### src/alr_pkg.sv
`default_nettype none

package alr_pkg;

  // Width of the colour alpha and of a quantized coverage value.
  localparam int unsigned ALPHA_BITS = 8;

  // Command selector carried on the input tuser.
  localparam logic CMD_START = 1'b0;
  localparam logic CMD_STEP  = 1'b1;

endpackage

`default_nettype wire

### src/antialiased_line_rasterizer_unit.sv
`default_nettype none

// Wu-style antialiased line rasterizer. A start item (tuser = 0) loads two
// endpoints and produces no output; a step item (tuser = 1) produces one column
// of two pixels with alpha-scaled coverage, tlast marking the final column. A
// step with no line active is consumed silently. The block handles one item at
// a time: a start runs the bit-serial gradient divider unless both endpoints
// coincide; a step runs the single 8x8 alpha multiplier, which serves both
// pixels in turn, and may wait for the output register to drain. The output
// register lets a new item be accepted while the previous column still waits
// to be taken.
module antialiased_line_rasterizer_unit #(
  parameter int unsigned COORD_BITS = 12,
  parameter int unsigned FRAC_BITS  = 16
) (
  input  wire logic                          clk_i,
  input  wire logic                          rst_ni,
  input  wire logic                          cfg_valid_i,
  output logic                               cfg_ready_o,
  input  wire logic [alr_pkg::ALPHA_BITS-1:0] cfg_data_i,   // color_alpha
  input  wire logic                          s_axis_tvalid_i,
  output logic                               s_axis_tready_o,
  // start_x, start_y, end_x, end_y
  input  wire logic [((4*COORD_BITS+7)/8)*8-1:0] s_axis_tdata_i,
  input  wire logic                          s_axis_tuser_i, // command
  output logic                               m_axis_tvalid_o,
  input  wire logic                          m_axis_tready_i,
  // first_x, first_y, first_alpha, first_shown,
  // second_x, second_y, second_alpha, second_shown
  output logic [((4*(COORD_BITS+1)+2*alr_pkg::ALPHA_BITS+2+7)/8)*8-1:0] m_axis_tdata_o,
  output logic                               m_axis_tlast_o  // last
);

  localparam int unsigned AW     = alr_pkg::ALPHA_BITS;
  localparam int unsigned OW     = COORD_BITS + 1;
  localparam int unsigned IW     = COORD_BITS + FRAC_BITS + 1;
  localparam int unsigned SW     = FRAC_BITS + 2;
  localparam int unsigned OutW   = 4 * OW + 2 * AW + 2;
  localparam int unsigned OutTdW = ((OutW + 7) / 8) * 8;

  localparam logic [2:0] ST_IDLE   = 3'd0;
  localparam logic [2:0] ST_ORIENT = 3'd1;
  localparam logic [2:0] ST_ORDER  = 3'd2;
  localparam logic [2:0] ST_DIV    = 3'd3;
  localparam logic [2:0] ST_COV1   = 3'd4;
  localparam logic [2:0] ST_COV2   = 3'd5;
  localparam logic [2:0] ST_EMIT   = 3'd6;

  localparam logic signed [SW-1:0] SlopeOne = {2'b01, {FRAC_BITS{1'b0}}};

  logic [2:0]            state_q, state_d;
  logic [AW-1:0]         alpha_q, alpha_d;
  logic                  active_q, active_d;
  logic                  steep_q, steep_d;
  logic                  neg_q, neg_d;
  logic [COORD_BITS-1:0] p0x_q, p0x_d, p0y_q, p0y_d, p1x_q, p1x_d, p1y_q, p1y_d;
  logic [COORD_BITS-1:0] major_pos_q, major_pos_d, major_end_q, major_end_d;
  logic signed [IW-1:0]  icpt_q, icpt_d;
  logic signed [SW-1:0]  slope_q, slope_d;
  logic [AW-1:0]         alpha1_q, alpha1_d;
  logic                  out_valid_q, out_valid_d;
  logic [OutTdW-1:0]     out_data_q, out_data_d;
  logic                  out_last_q, out_last_d;

  logic                  in_fire;
  logic                  emit_fire;

  // Orientation and ordering.
  logic [COORD_BITS-1:0] adx, ady, xs, xe, ys, ye, dx, dy_abs;
  logic                  steep, swap_pts;

  // Column math.
  logic [FRAC_BITS-1:0]  frac;
  logic [FRAC_BITS:0]    one_minus;
  logic [FRAC_BITS+8:0]  prod1, prod2;
  logic [AW-1:0]         cov1, cov2, cov_sel;
  logic [OW-1:0]         m1, m2, mj;
  logic                  is_last;
  logic signed [IW-1:0]  icpt_sum;
  logic [OutW-1:0]       packed_out;

  logic                  div_start;
  logic                  div_done;
  logic [FRAC_BITS:0]    div_quot;
  logic                  shade_en;
  logic [AW-1:0]         shade_val;

  assign in_fire   = s_axis_tvalid_i && s_axis_tready_o;
  assign emit_fire = (state_q == ST_EMIT) && (!out_valid_q || m_axis_tready_i);

  assign adx   = (p1x_q >= p0x_q) ? (p1x_q - p0x_q) : (p0x_q - p1x_q);
  assign ady   = (p1y_q >= p0y_q) ? (p1y_q - p0y_q) : (p0y_q - p1y_q);
  assign steep = ady > adx;

  assign swap_pts = p0x_q > p1x_q;
  assign xs       = swap_pts ? p1x_q : p0x_q;
  assign xe       = swap_pts ? p0x_q : p1x_q;
  assign ys       = swap_pts ? p1y_q : p0y_q;
  assign ye       = swap_pts ? p0y_q : p1y_q;
  assign dx       = xe - xs;
  assign dy_abs   = (ye >= ys) ? (ye - ys) : (ys - ye);

  assign frac      = icpt_q[FRAC_BITS-1:0];
  assign one_minus = {1'b1, {FRAC_BITS{1'b0}}} - {1'b0, frac};
  assign prod1     = {one_minus, 8'd0} - {8'd0, one_minus};
  assign prod2     = {1'b0, frac, 8'd0} - {9'd0, frac};
  assign cov1      = prod1[FRAC_BITS+7:FRAC_BITS];
  assign cov2      = prod2[FRAC_BITS+7:FRAC_BITS];
  assign cov_sel   = (state_q == ST_COV2) ? cov2 : cov1;

  assign m1      = icpt_q[IW-1:FRAC_BITS];
  assign m2      = m1 + 1'b1;
  assign mj      = {1'b0, major_pos_q};
  assign is_last = major_pos_q >= major_end_q;
  assign icpt_sum = icpt_q + {{(IW-SW){slope_q[SW-1]}}, slope_q};

  assign packed_out = {
    (cov2 != '0), shade_val, (steep_q ? mj : m2), (steep_q ? m2 : mj),
    (cov1 != '0), alpha1_q,  (steep_q ? mj : m1), (steep_q ? m1 : mj)
  };

  assign div_start = (state_q == ST_ORDER) && (dx != '0);
  assign shade_en  = (state_q == ST_COV1) || (state_q == ST_COV2);

  alr_div #(
    .COORD_BITS (COORD_BITS),
    .FRAC_BITS  (FRAC_BITS)
  ) u_div (
    .clk_i   (clk_i),
    .rst_ni  (rst_ni),
    .start_i (div_start),
    .num_i   (dy_abs),
    .den_i   (dx),
    .done_o  (div_done),
    .quot_o  (div_quot)
  );

  alr_shade u_shade (
    .clk_i    (clk_i),
    .en_i     (shade_en),
    .alpha_i  (alpha_q),
    .cov_i    (cov_sel),
    .scaled_o (shade_val)
  );

  always_comb begin
    state_d     = state_q;
    alpha_d     = alpha_q;
    active_d    = active_q;
    steep_d     = steep_q;
    neg_d       = neg_q;
    p0x_d       = p0x_q;
    p0y_d       = p0y_q;
    p1x_d       = p1x_q;
    p1y_d       = p1y_q;
    major_pos_d = major_pos_q;
    major_end_d = major_end_q;
    icpt_d      = icpt_q;
    slope_d     = slope_q;
    alpha1_d    = alpha1_q;
    out_valid_d = out_valid_q && !m_axis_tready_i;
    out_data_d  = out_data_q;
    out_last_d  = out_last_q;

    if (cfg_valid_i) begin
      alpha_d = cfg_data_i;
    end

    unique case (state_q)
      ST_IDLE: begin
        if (in_fire) begin
          if (s_axis_tuser_i == alr_pkg::CMD_START) begin
            // Drop any running line and latch the new endpoints.
            active_d = 1'b0;
            p0x_d    = s_axis_tdata_i[COORD_BITS-1:0];
            p0y_d    = s_axis_tdata_i[2*COORD_BITS-1:COORD_BITS];
            p1x_d    = s_axis_tdata_i[3*COORD_BITS-1:2*COORD_BITS];
            p1y_d    = s_axis_tdata_i[4*COORD_BITS-1:3*COORD_BITS];
            state_d  = ST_ORIENT;
          end else if (active_q) begin
            state_d = ST_COV1;
          end
        end
      end
      ST_ORIENT: begin
        steep_d = steep;
        if (steep) begin
          p0x_d = p0y_q;
          p0y_d = p0x_q;
          p1x_d = p1y_q;
          p1y_d = p1x_q;
        end
        state_d = ST_ORDER;
      end
      ST_ORDER: begin
        major_pos_d = xs;
        major_end_d = xe;
        icpt_d      = {1'b0, ys, {FRAC_BITS{1'b0}}};
        neg_d       = ye < ys;
        if (dx == '0) begin
          slope_d  = SlopeOne;
          active_d = 1'b1;
          state_d  = ST_IDLE;
        end else begin
          state_d = ST_DIV;
        end
      end
      ST_DIV: begin
        if (div_done) begin
          slope_d  = neg_q ? (SW'(0) - {1'b0, div_quot}) : {1'b0, div_quot};
          active_d = 1'b1;
          state_d  = ST_IDLE;
        end
      end
      ST_COV1: begin
        state_d = ST_COV2;
      end
      ST_COV2: begin
        alpha1_d = shade_val;
        state_d  = ST_EMIT;
      end
      ST_EMIT: begin
        if (emit_fire) begin
          out_valid_d = 1'b1;
          out_data_d  = OutTdW'(packed_out);
          out_last_d  = is_last;
          if (is_last) begin
            active_d = 1'b0;
          end else begin
            major_pos_d = major_pos_q + 1'b1;
            // Clamp the intercept at zero.
            icpt_d = icpt_sum[IW-1] ? '0 : icpt_sum;
          end
          state_d = ST_IDLE;
        end
      end
      default: begin
        state_d = ST_IDLE;
      end
    endcase
  end

  always_ff @(posedge clk_i or negedge rst_ni) begin
    if (!rst_ni) begin
      state_q     <= ST_IDLE;
      alpha_q     <= '1;
      active_q    <= 1'b0;
      steep_q     <= 1'b0;
      major_pos_q <= '0;
      major_end_q <= '0;
      icpt_q      <= '0;
      slope_q     <= '0;
      out_valid_q <= 1'b0;
    end else begin
      state_q     <= state_d;
      alpha_q     <= alpha_d;
      active_q    <= active_d;
      steep_q     <= steep_d;
      major_pos_q <= major_pos_d;
      major_end_q <= major_end_d;
      icpt_q      <= icpt_d;
      slope_q     <= slope_d;
      out_valid_q <= out_valid_d;
    end
  end

  always_ff @(posedge clk_i) begin
    neg_q      <= neg_d;
    p0x_q      <= p0x_d;
    p0y_q      <= p0y_d;
    p1x_q      <= p1x_d;
    p1y_q      <= p1y_d;
    alpha1_q   <= alpha1_d;
    out_data_q <= out_data_d;
    out_last_q <= out_last_d;
  end

  assign cfg_ready_o     = 1'b1;
  assign s_axis_tready_o = (state_q == ST_IDLE);
  assign m_axis_tvalid_o = out_valid_q;
  assign m_axis_tdata_o  = out_data_q;
  assign m_axis_tlast_o  = out_last_q;

  a_div_done_in_div: assert property (@(posedge clk_i) disable iff (!rst_ni)
    div_done |-> (state_q == ST_DIV))
    else $error("divider finished outside the gradient state");

  a_idle_step: assert property (@(posedge clk_i) disable iff (!rst_ni)
    (in_fire && (s_axis_tuser_i == alr_pkg::CMD_STEP) && !active_q) |=>
      (state_q == ST_IDLE) && !out_valid_q || (state_q == ST_IDLE))
    else $error("step without a line started work");

  a_icpt_nonneg: assert property (@(posedge clk_i) disable iff (!rst_ni)
    !icpt_q[IW-1])
    else $error("intercept went negative");

  a_last_ends_line: assert property (@(posedge clk_i) disable iff (!rst_ni)
    (emit_fire && is_last) |=> !active_q && out_last_q && out_valid_q)
    else $error("last column did not end the line");

  a_slope_bound: assert property (@(posedge clk_i) disable iff (!rst_ni)
    active_q |-> ((slope_q <= SlopeOne) && (slope_q >= -SlopeOne)))
    else $error("gradient magnitude above one");

endmodule

`default_nettype wire

### src/alr_div.sv
`default_nettype none

// Restoring divider for the line gradient: quot = (num << FRAC_BITS) / den.
// The caller guarantees num <= den and den != 0, so the quotient is at most 1.0.
module alr_div #(
  parameter int unsigned COORD_BITS = 12,
  parameter int unsigned FRAC_BITS  = 16
) (
  input  wire logic                  clk_i,
  input  wire logic                  rst_ni,
  input  wire logic                  start_i,
  input  wire logic [COORD_BITS-1:0] num_i,
  input  wire logic [COORD_BITS-1:0] den_i,
  output logic                       done_o,
  output logic [FRAC_BITS:0]         quot_o
);

  localparam int unsigned CntW = $clog2(FRAC_BITS + 1);
  localparam logic [CntW-1:0] CntLast = CntW'(FRAC_BITS - 1);

  logic                  busy_q, busy_d;
  logic                  done_q, done_d;
  logic [CntW-1:0]       cnt_q, cnt_d;
  logic [COORD_BITS-1:0] rem_q, rem_d;
  logic [COORD_BITS-1:0] den_q, den_d;
  logic [FRAC_BITS:0]    quot_q, quot_d;

  logic [COORD_BITS:0]   rem_shift;
  logic [COORD_BITS:0]   rem_diff;
  logic                  rem_ge;
  logic                  init_ge;

  assign rem_shift = {rem_q, 1'b0};
  assign rem_diff  = rem_shift - {1'b0, den_q};
  assign rem_ge    = rem_shift >= {1'b0, den_q};
  assign init_ge   = num_i >= den_i;

  always_comb begin
    busy_d = busy_q;
    done_d = 1'b0;
    cnt_d  = cnt_q;
    rem_d  = rem_q;
    den_d  = den_q;
    quot_d = quot_q;
    if (start_i) begin
      busy_d = 1'b1;
      cnt_d  = '0;
      den_d  = den_i;
      rem_d  = init_ge ? (num_i - den_i) : num_i;
      quot_d = {{FRAC_BITS{1'b0}}, init_ge};
    end else if (busy_q) begin
      // One quotient bit per cycle.
      rem_d  = rem_ge ? rem_diff[COORD_BITS-1:0] : rem_shift[COORD_BITS-1:0];
      quot_d = {quot_q[FRAC_BITS-1:0], rem_ge};
      cnt_d  = cnt_q + 1'b1;
      if (cnt_q == CntLast) begin
        busy_d = 1'b0;
        done_d = 1'b1;
      end
    end
  end

  always_ff @(posedge clk_i or negedge rst_ni) begin
    if (!rst_ni) begin
      busy_q <= 1'b0;
      done_q <= 1'b0;
      cnt_q  <= '0;
    end else begin
      busy_q <= busy_d;
      done_q <= done_d;
      cnt_q  <= cnt_d;
    end
  end

  always_ff @(posedge clk_i) begin
    rem_q  <= rem_d;
    den_q  <= den_d;
    quot_q <= quot_d;
  end

  assign done_o = done_q;
  assign quot_o = quot_q;

endmodule

`default_nettype wire

### src/alr_shade.sv
`default_nettype none

// Coverage scaling: floor(alpha * cov / 255). The 8x8 product is registered,
// then divided by 255 with the add-and-shift identity, exact for 16-bit products.
module alr_shade (
  input  wire logic                           clk_i,
  input  wire logic                           en_i,
  input  wire logic [alr_pkg::ALPHA_BITS-1:0] alpha_i,
  input  wire logic [alr_pkg::ALPHA_BITS-1:0] cov_i,
  output logic      [alr_pkg::ALPHA_BITS-1:0] scaled_o
);

  localparam int unsigned ProdW = 2 * alr_pkg::ALPHA_BITS;

  logic [ProdW-1:0] prod_q, prod_d;
  logic [ProdW:0]   approx;

  assign prod_d = ProdW'(alpha_i) * ProdW'(cov_i);

  always_ff @(posedge clk_i) begin
    if (en_i) begin
      prod_q <= prod_d;
    end
  end

  assign approx   = {1'b0, prod_q} + (ProdW + 1)'(prod_q >> alr_pkg::ALPHA_BITS) + 1'b1;
  assign scaled_o = approx[ProdW-1:alr_pkg::ALPHA_BITS];

endmodule

`default_nettype wire
### config.mk
export PLATFORM = sky130hd
export DESIGN_NAME = antialiased_line_rasterizer_unit
export DESIGN_NICKNAME = d
export VERILOG_FILES = /design/src/alr_pkg.sv /design/src/antialiased_line_rasterizer_unit.sv /design/src/alr_div.sv /design/src/alr_shade.sv
export SDC_FILE = /design/constraint.sdc
export NUM_CORES = 1
export LEC_CHECK = 0
export BUFFER_PORTS_ARGS = -buffer_cell sky130_fd_sc_hd__buf_4
export CAP_MARGIN = 20
export CORE_ASPECT_RATIO = 0.9
export CORE_MARGIN = 10
export CORE_UTILIZATION = 49
export DETAILED_ROUTE_END_ITERATION = 16
export PLACE_DENSITY = 0.63
export SKIP_CTS_REPAIR_TIMING = 1
export SYNTH_ARGS = -nofsm -noshare
export SYNTH_HDL_FRONTEND = slang
export SYNTH_SLANG_ARGS = --single-unit
### constraint.sdc
create_clock -name clk_i -period 20.7 [get_ports clk_i]
set_clock_uncertainty 0.2 [all_clocks]
set_input_delay 1.035 -clock clk_i [delete_from_list [all_inputs] [get_ports clk_i]]
set_output_delay 1.035 -clock clk_i [all_outputs]
set_load 0.05 [all_outputs]
==> run summary <==
After synthesis the cells add up to 22,800 sq um. At the worst endpoint, the arrival time is 9050 ps. The tools report the number of antenna violations at the first check in global routing as 1. The starting density of the core is 49.9%. Based on the critical path, the design can be clocked at up to 112 MHz. For this design the top-level I/O count stands at 138. The number of placement rows came out at 74. The run gives 0 as the final count of hold timing violations. The type of the worst setup path was reg2reg. Compared with the post-synthesis result, the final layout area differs by 11.8%. At the end of the flow, the number of nets in the layout was 2,837. The synthesized-area fraction occupied by ao, oa, aoi and oai cells works out to 19.1%. The tree is rooted in a sky130_fd_sc_hd__clkbuf_16. The cell type of the slowest stage on the worst timing path is sky130_fd_sc_hd__o21ai_0.

The tools report the residual DRC count as 0. The tools report the startpoint of the lowest-slack hold path as alpha1_q[3]. Count of buffers from port buffering: 132. The cell count of the worst hold path works out to 0. From left edge to right edge, the die measures 247 um. After synthesis, the largest family of logic cells by area is compound AO/OA/AOI/OAI gates.

Entering global routing, the biggest net connects 76 pins. For this run, the leading register cell type out of synthesis is sky130_fd_sc_hd__edfxtp_1. At the worst endpoint, the required time is 20,790 ps. Worst-case clock buffer depth: 3. From bottom edge to top edge, the die measures 225 um. In the global route stage, met1 resource usage came out at 35.8%. The proportion of layout cells with a drive suffix above 1 works out to 13.7%.

The run gives 0 as the count of inserted antenna diode cells. In the global route stage, met3 resource usage came out at 4.51%. In the final timing run, aggregate negative setup slack is 0 ps. The finished cells cover 25,500 sq um. The fraction of synthesized area in multiplexers was 6.72%. sky130_fd_sc_hd__edfxtp_1 takes more of the synthesized area than any other cell. Yosys printed 0 warnings. The region available for standard cell placement spans 45,600 sq um.

Yosys mapped the design onto 103 distinct sky130hd cell types. After synthesis, the cell types taking the most area are sky130_fd_sc_hd__edfxtp_1 (22%), sky130_fd_sc_hd__ha_1 (10%), sky130_fd_sc_hd__dfrtp_1 (9.1%). Number of buffers inserted during clock tree synthesis: 34. Summed over all nets, the half-perimeter wirelength after detailed placement is 54.2 mm. The worst hold path terminates at m_axis_tdata_o[29]. In this run the worst path has a maximum fanout of 9.

The first global-routing pass estimated 108 mm of wire. Normalized max-slew margin: 24.0%. The number of global-route vias before repair is 18,700. The met2 routing resource usage after global routing is 37.0%, and the die outline area is 55,500 sq um. The final clock period utilization by the worst path is 43.3%. Setup repair after global routing left no endpoint under its margin. The top cell type by area accounts for 22.0% of the synthesized area. Summing all placed instances gives a cell area of 24,200 sq um. The endpoint identified for the worst register-to-register timing path is u_shade.prod_q[15]. The path depth of the worst reg2reg path came out at 33. The largest single stage delay on the critical path is 890 ps. In this run the remaining antenna-violating nets after routing total 0.

Busiest layer in global routing: met2. Most instantiated library cell after synthesis: sky130_fd_sc_hd__inv_1. In the global route stage, overall resource usage came out at 24.7%. The number of synthesized register bits is 274.

Average instance area after synthesis: 9.27 sq um. The tools report the worst reg2reg path startpoint as icpt_q[3]. Ranked by instance count, the synthesized netlist is headed by sky130_fd_sc_hd__inv_1 (224), sky130_fd_sc_hd__nand2_1 (212), sky130_fd_sc_hd__ha_1 (188). In the final routed layout, each cell accounts on average for 22.0 um.

Summing the areas of all and, or, nand and nor instances in the mapped netlist gives 15.3% of the synthesized area. The flow ran to the end, and the final reports show no timing, DRC or antenna violations. The critical path capture point type was a register. The number of vias after detailed routing was 19,200; the number of setup violations in the final report was 0.

The first detailed-routing pass ran for 5 iterations. For the worst-skew pair, the clock arrives at the later sink with an insertion delay of 550 ps. Across the run, the number of max-cap violations was 0.

At the end of routability-driven placement, the weighted congestion stood at 1.02. The count of pins over their slew limit was 0. The time the final worst path needs with I/O delays and setup came out at 8970 ps. Of the synthesized area, sequential elements account for 33.5%. Across all register-to-register paths, the minimum setup slack is 11,730 ps. The run gives 11,860 ps as the worst setup slack before clock tree synthesis.

The type of the worst min-delay path was reg2reg. The run gives 4,179 as the count of fill cells added during filler insertion. After clock tree synthesis, the clock-pin slew on the worst setup and hold paths is 60 ps.

After detailed routing, the total wire length is 69.9 mm. Across all setup checks in the final design, the least slack found is 11,730 ps. The DRC marker count from the first detailed-route iteration came out at 1,820. Global routing finished with a remaining overflow of 0.

The XOR/XNOR share of the synthesized area is 5.38%, and the clock sink count is 274. After technology mapping, the gate count stands at 2,458. In the routed layout, each cell is associated on average with a via count of 6.05. The synthesized netlist devotes 14.1% of its cell area to adder and majority cells.

The worst setup path is launched from a register. For the pin with the worst max-slew slack, the measured transition is 1130 ps. TritonCTS built the clock tree. The number of H-tree branching levels was 2; the number of enable-type register cells in the synthesized netlist was 167. The fraction of registers with async set/reset was 33.2%.
[registers in the layout (all words and copies together), names as in the netlist, 16 cells and up]
name	flops
icpt_q	28
m_axis_tdata_o	68
slope_q	18
u_div.quot_o	17
u_shade.prod_q	16
[final cells by class]
class | instances | area (sq um) | area share, %
tap | 608 | 761 | 2.99
multi-input combinational | 1851 | 13900 | 54.4
clock buffer | 40 | 926 | 3.64
sequential | 274 | 7620 | 29.9
inverter | 227 | 852 | 3.35
timing repair buffer | 156 | 1200 | 4.72
clock inverter | 21 | 240 | 0.943
[worst max path at each step]
stage | slack [ps] | depth (start not counted) | end | startpoint
after floorplan | 12730 | 32 | u_shade.prod_q[15] | icpt_q[3]
after global placement | 12030 | 33 | u_shade.prod_q[15] | icpt_q[5]
after detailed placement | 11860 | 30 | u_shade.prod_q[15] | icpt_q[3]
after CTS | 11820 | 30 | u_shade.prod_q[15] | icpt_q[3]
after global routing | 10800 | 30 | u_shade.prod_q[15] | icpt_q[3]
final | 11730 | 33 | u_shade.prod_q[15] | icpt_q[3]
[placed cells by master (no fill, tap or decap), types with 9 or more instances in the layout]
cell | Yosys | layout
sky130_fd_sc_hd__fa_1 | 43 | 43
sky130_fd_sc_hd__a22o_1 | 17 | 17
sky130_fd_sc_hd__nor4_1 | 15 | 15
sky130_fd_sc_hd__edfxtp_1 | 167 | 167
sky130_fd_sc_hd__inv_1 | 224 | 224
sky130_fd_sc_hd__and2_1 | 52 | 52
sky130_fd_sc_hd__nor3_1 | 51 | 50
sky130_fd_sc_hd__xor2_1 | 28 | 28
sky130_fd_sc_hd__ha_1 | 188 | 188
sky130_fd_sc_hd__nor2b_1 | 32 | 32
sky130_fd_sc_hd__nand2b_1 | 20 | 20
sky130_fd_sc_hd__or3_1 | 17 | 17
sky130_fd_sc_hd__dfxtp_1 | 16 | 16
sky130_fd_sc_hd__nor2_1 | 161 | 160
sky130_fd_sc_hd__a21o_1 | 51 | 50
sky130_fd_sc_hd__mux2i_1 | 67 | 67
sky130_fd_sc_hd__o41ai_1 | 10 | 9
sky130_fd_sc_hd__nand3_1 | 56 | 56
sky130_fd_sc_hd__a21boi_0 | 19 | 19
sky130_fd_sc_hd__a31oi_1 | 27 | 27
sky130_fd_sc_hd__o21bai_1 | 19 | 19
sky130_fd_sc_hd__a211oi_1 | 17 | 17
sky130_fd_sc_hd__dfrtp_1 | 83 | 82
sky130_fd_sc_hd__o21ai_0 | 101 | 100
sky130_fd_sc_hd__xnor2_1 | 110 | 110
sky130_fd_sc_hd__nand2_1 | 212 | 212
sky130_fd_sc_hd__mux2_2 | 75 | 75
sky130_fd_sc_hd__buf_4 | 12 | 153
sky130_fd_sc_hd__o21a_1 | 28 | 28
sky130_fd_sc_hd__a21oi_1 | 146 | 144
sky130_fd_sc_hd__o21ai_1 | 8 | 9
sky130_fd_sc_hd__and3_1 | 21 | 21
sky130_fd_sc_hd__clkbuf_16 | 0 | 36
sky130_fd_sc_hd__nand4_1 | 20 | 20
sky130_fd_sc_hd__o22ai_1 | 20 | 20
sky130_fd_sc_hd__o211ai_1 | 15 | 15
sky130_fd_sc_hd__o31ai_1 | 23 | 23
[metal layers]
layer  share of wire (%)  up-vias
met4                 2.5        0
met3                 7.3       97
li1                    -     9028
met1                  47     9421
met5                   0        -
met2                  43      687
[worst max-delay path, delay by kind of cell, from the launching register on]
kind            cells  cell delay [ps]
buf+inv             4              290
flops               1              510
fa+ha+maj           6             2570
compound gates     11             2760
simple gates        9             1870
xor+xnor            3              500
[stage by stage]
stage          utilization, %  cells  hold WS (ps)
2_1_floorplan               -   2461           200
3_3_place_gp             53.1   3113           203
3_5_place_dp             53.1   3114           205
4_1_cts                  55.7   3175           219
5_1_grt                  55.8   3177           222
6_report                 55.8   3177           218
[cells by family (layout without fill, tap and decap cells)]
logic type                 count (synthesis)  count (layout)
and+or+nand+nor                          705             705
AOI/OAI and AO/OA                        628             628
buffers and inverters                    336             444
DFF                                      274             274
adders and majority gates                231             231
muxes                                    143             143
xor gates and xnor gates                 139             139
other                                      2               5
Power is left out: the tool's default activity adds up to more than one toggle a clock period on the data nets, which glitch-free logic cannot reach.
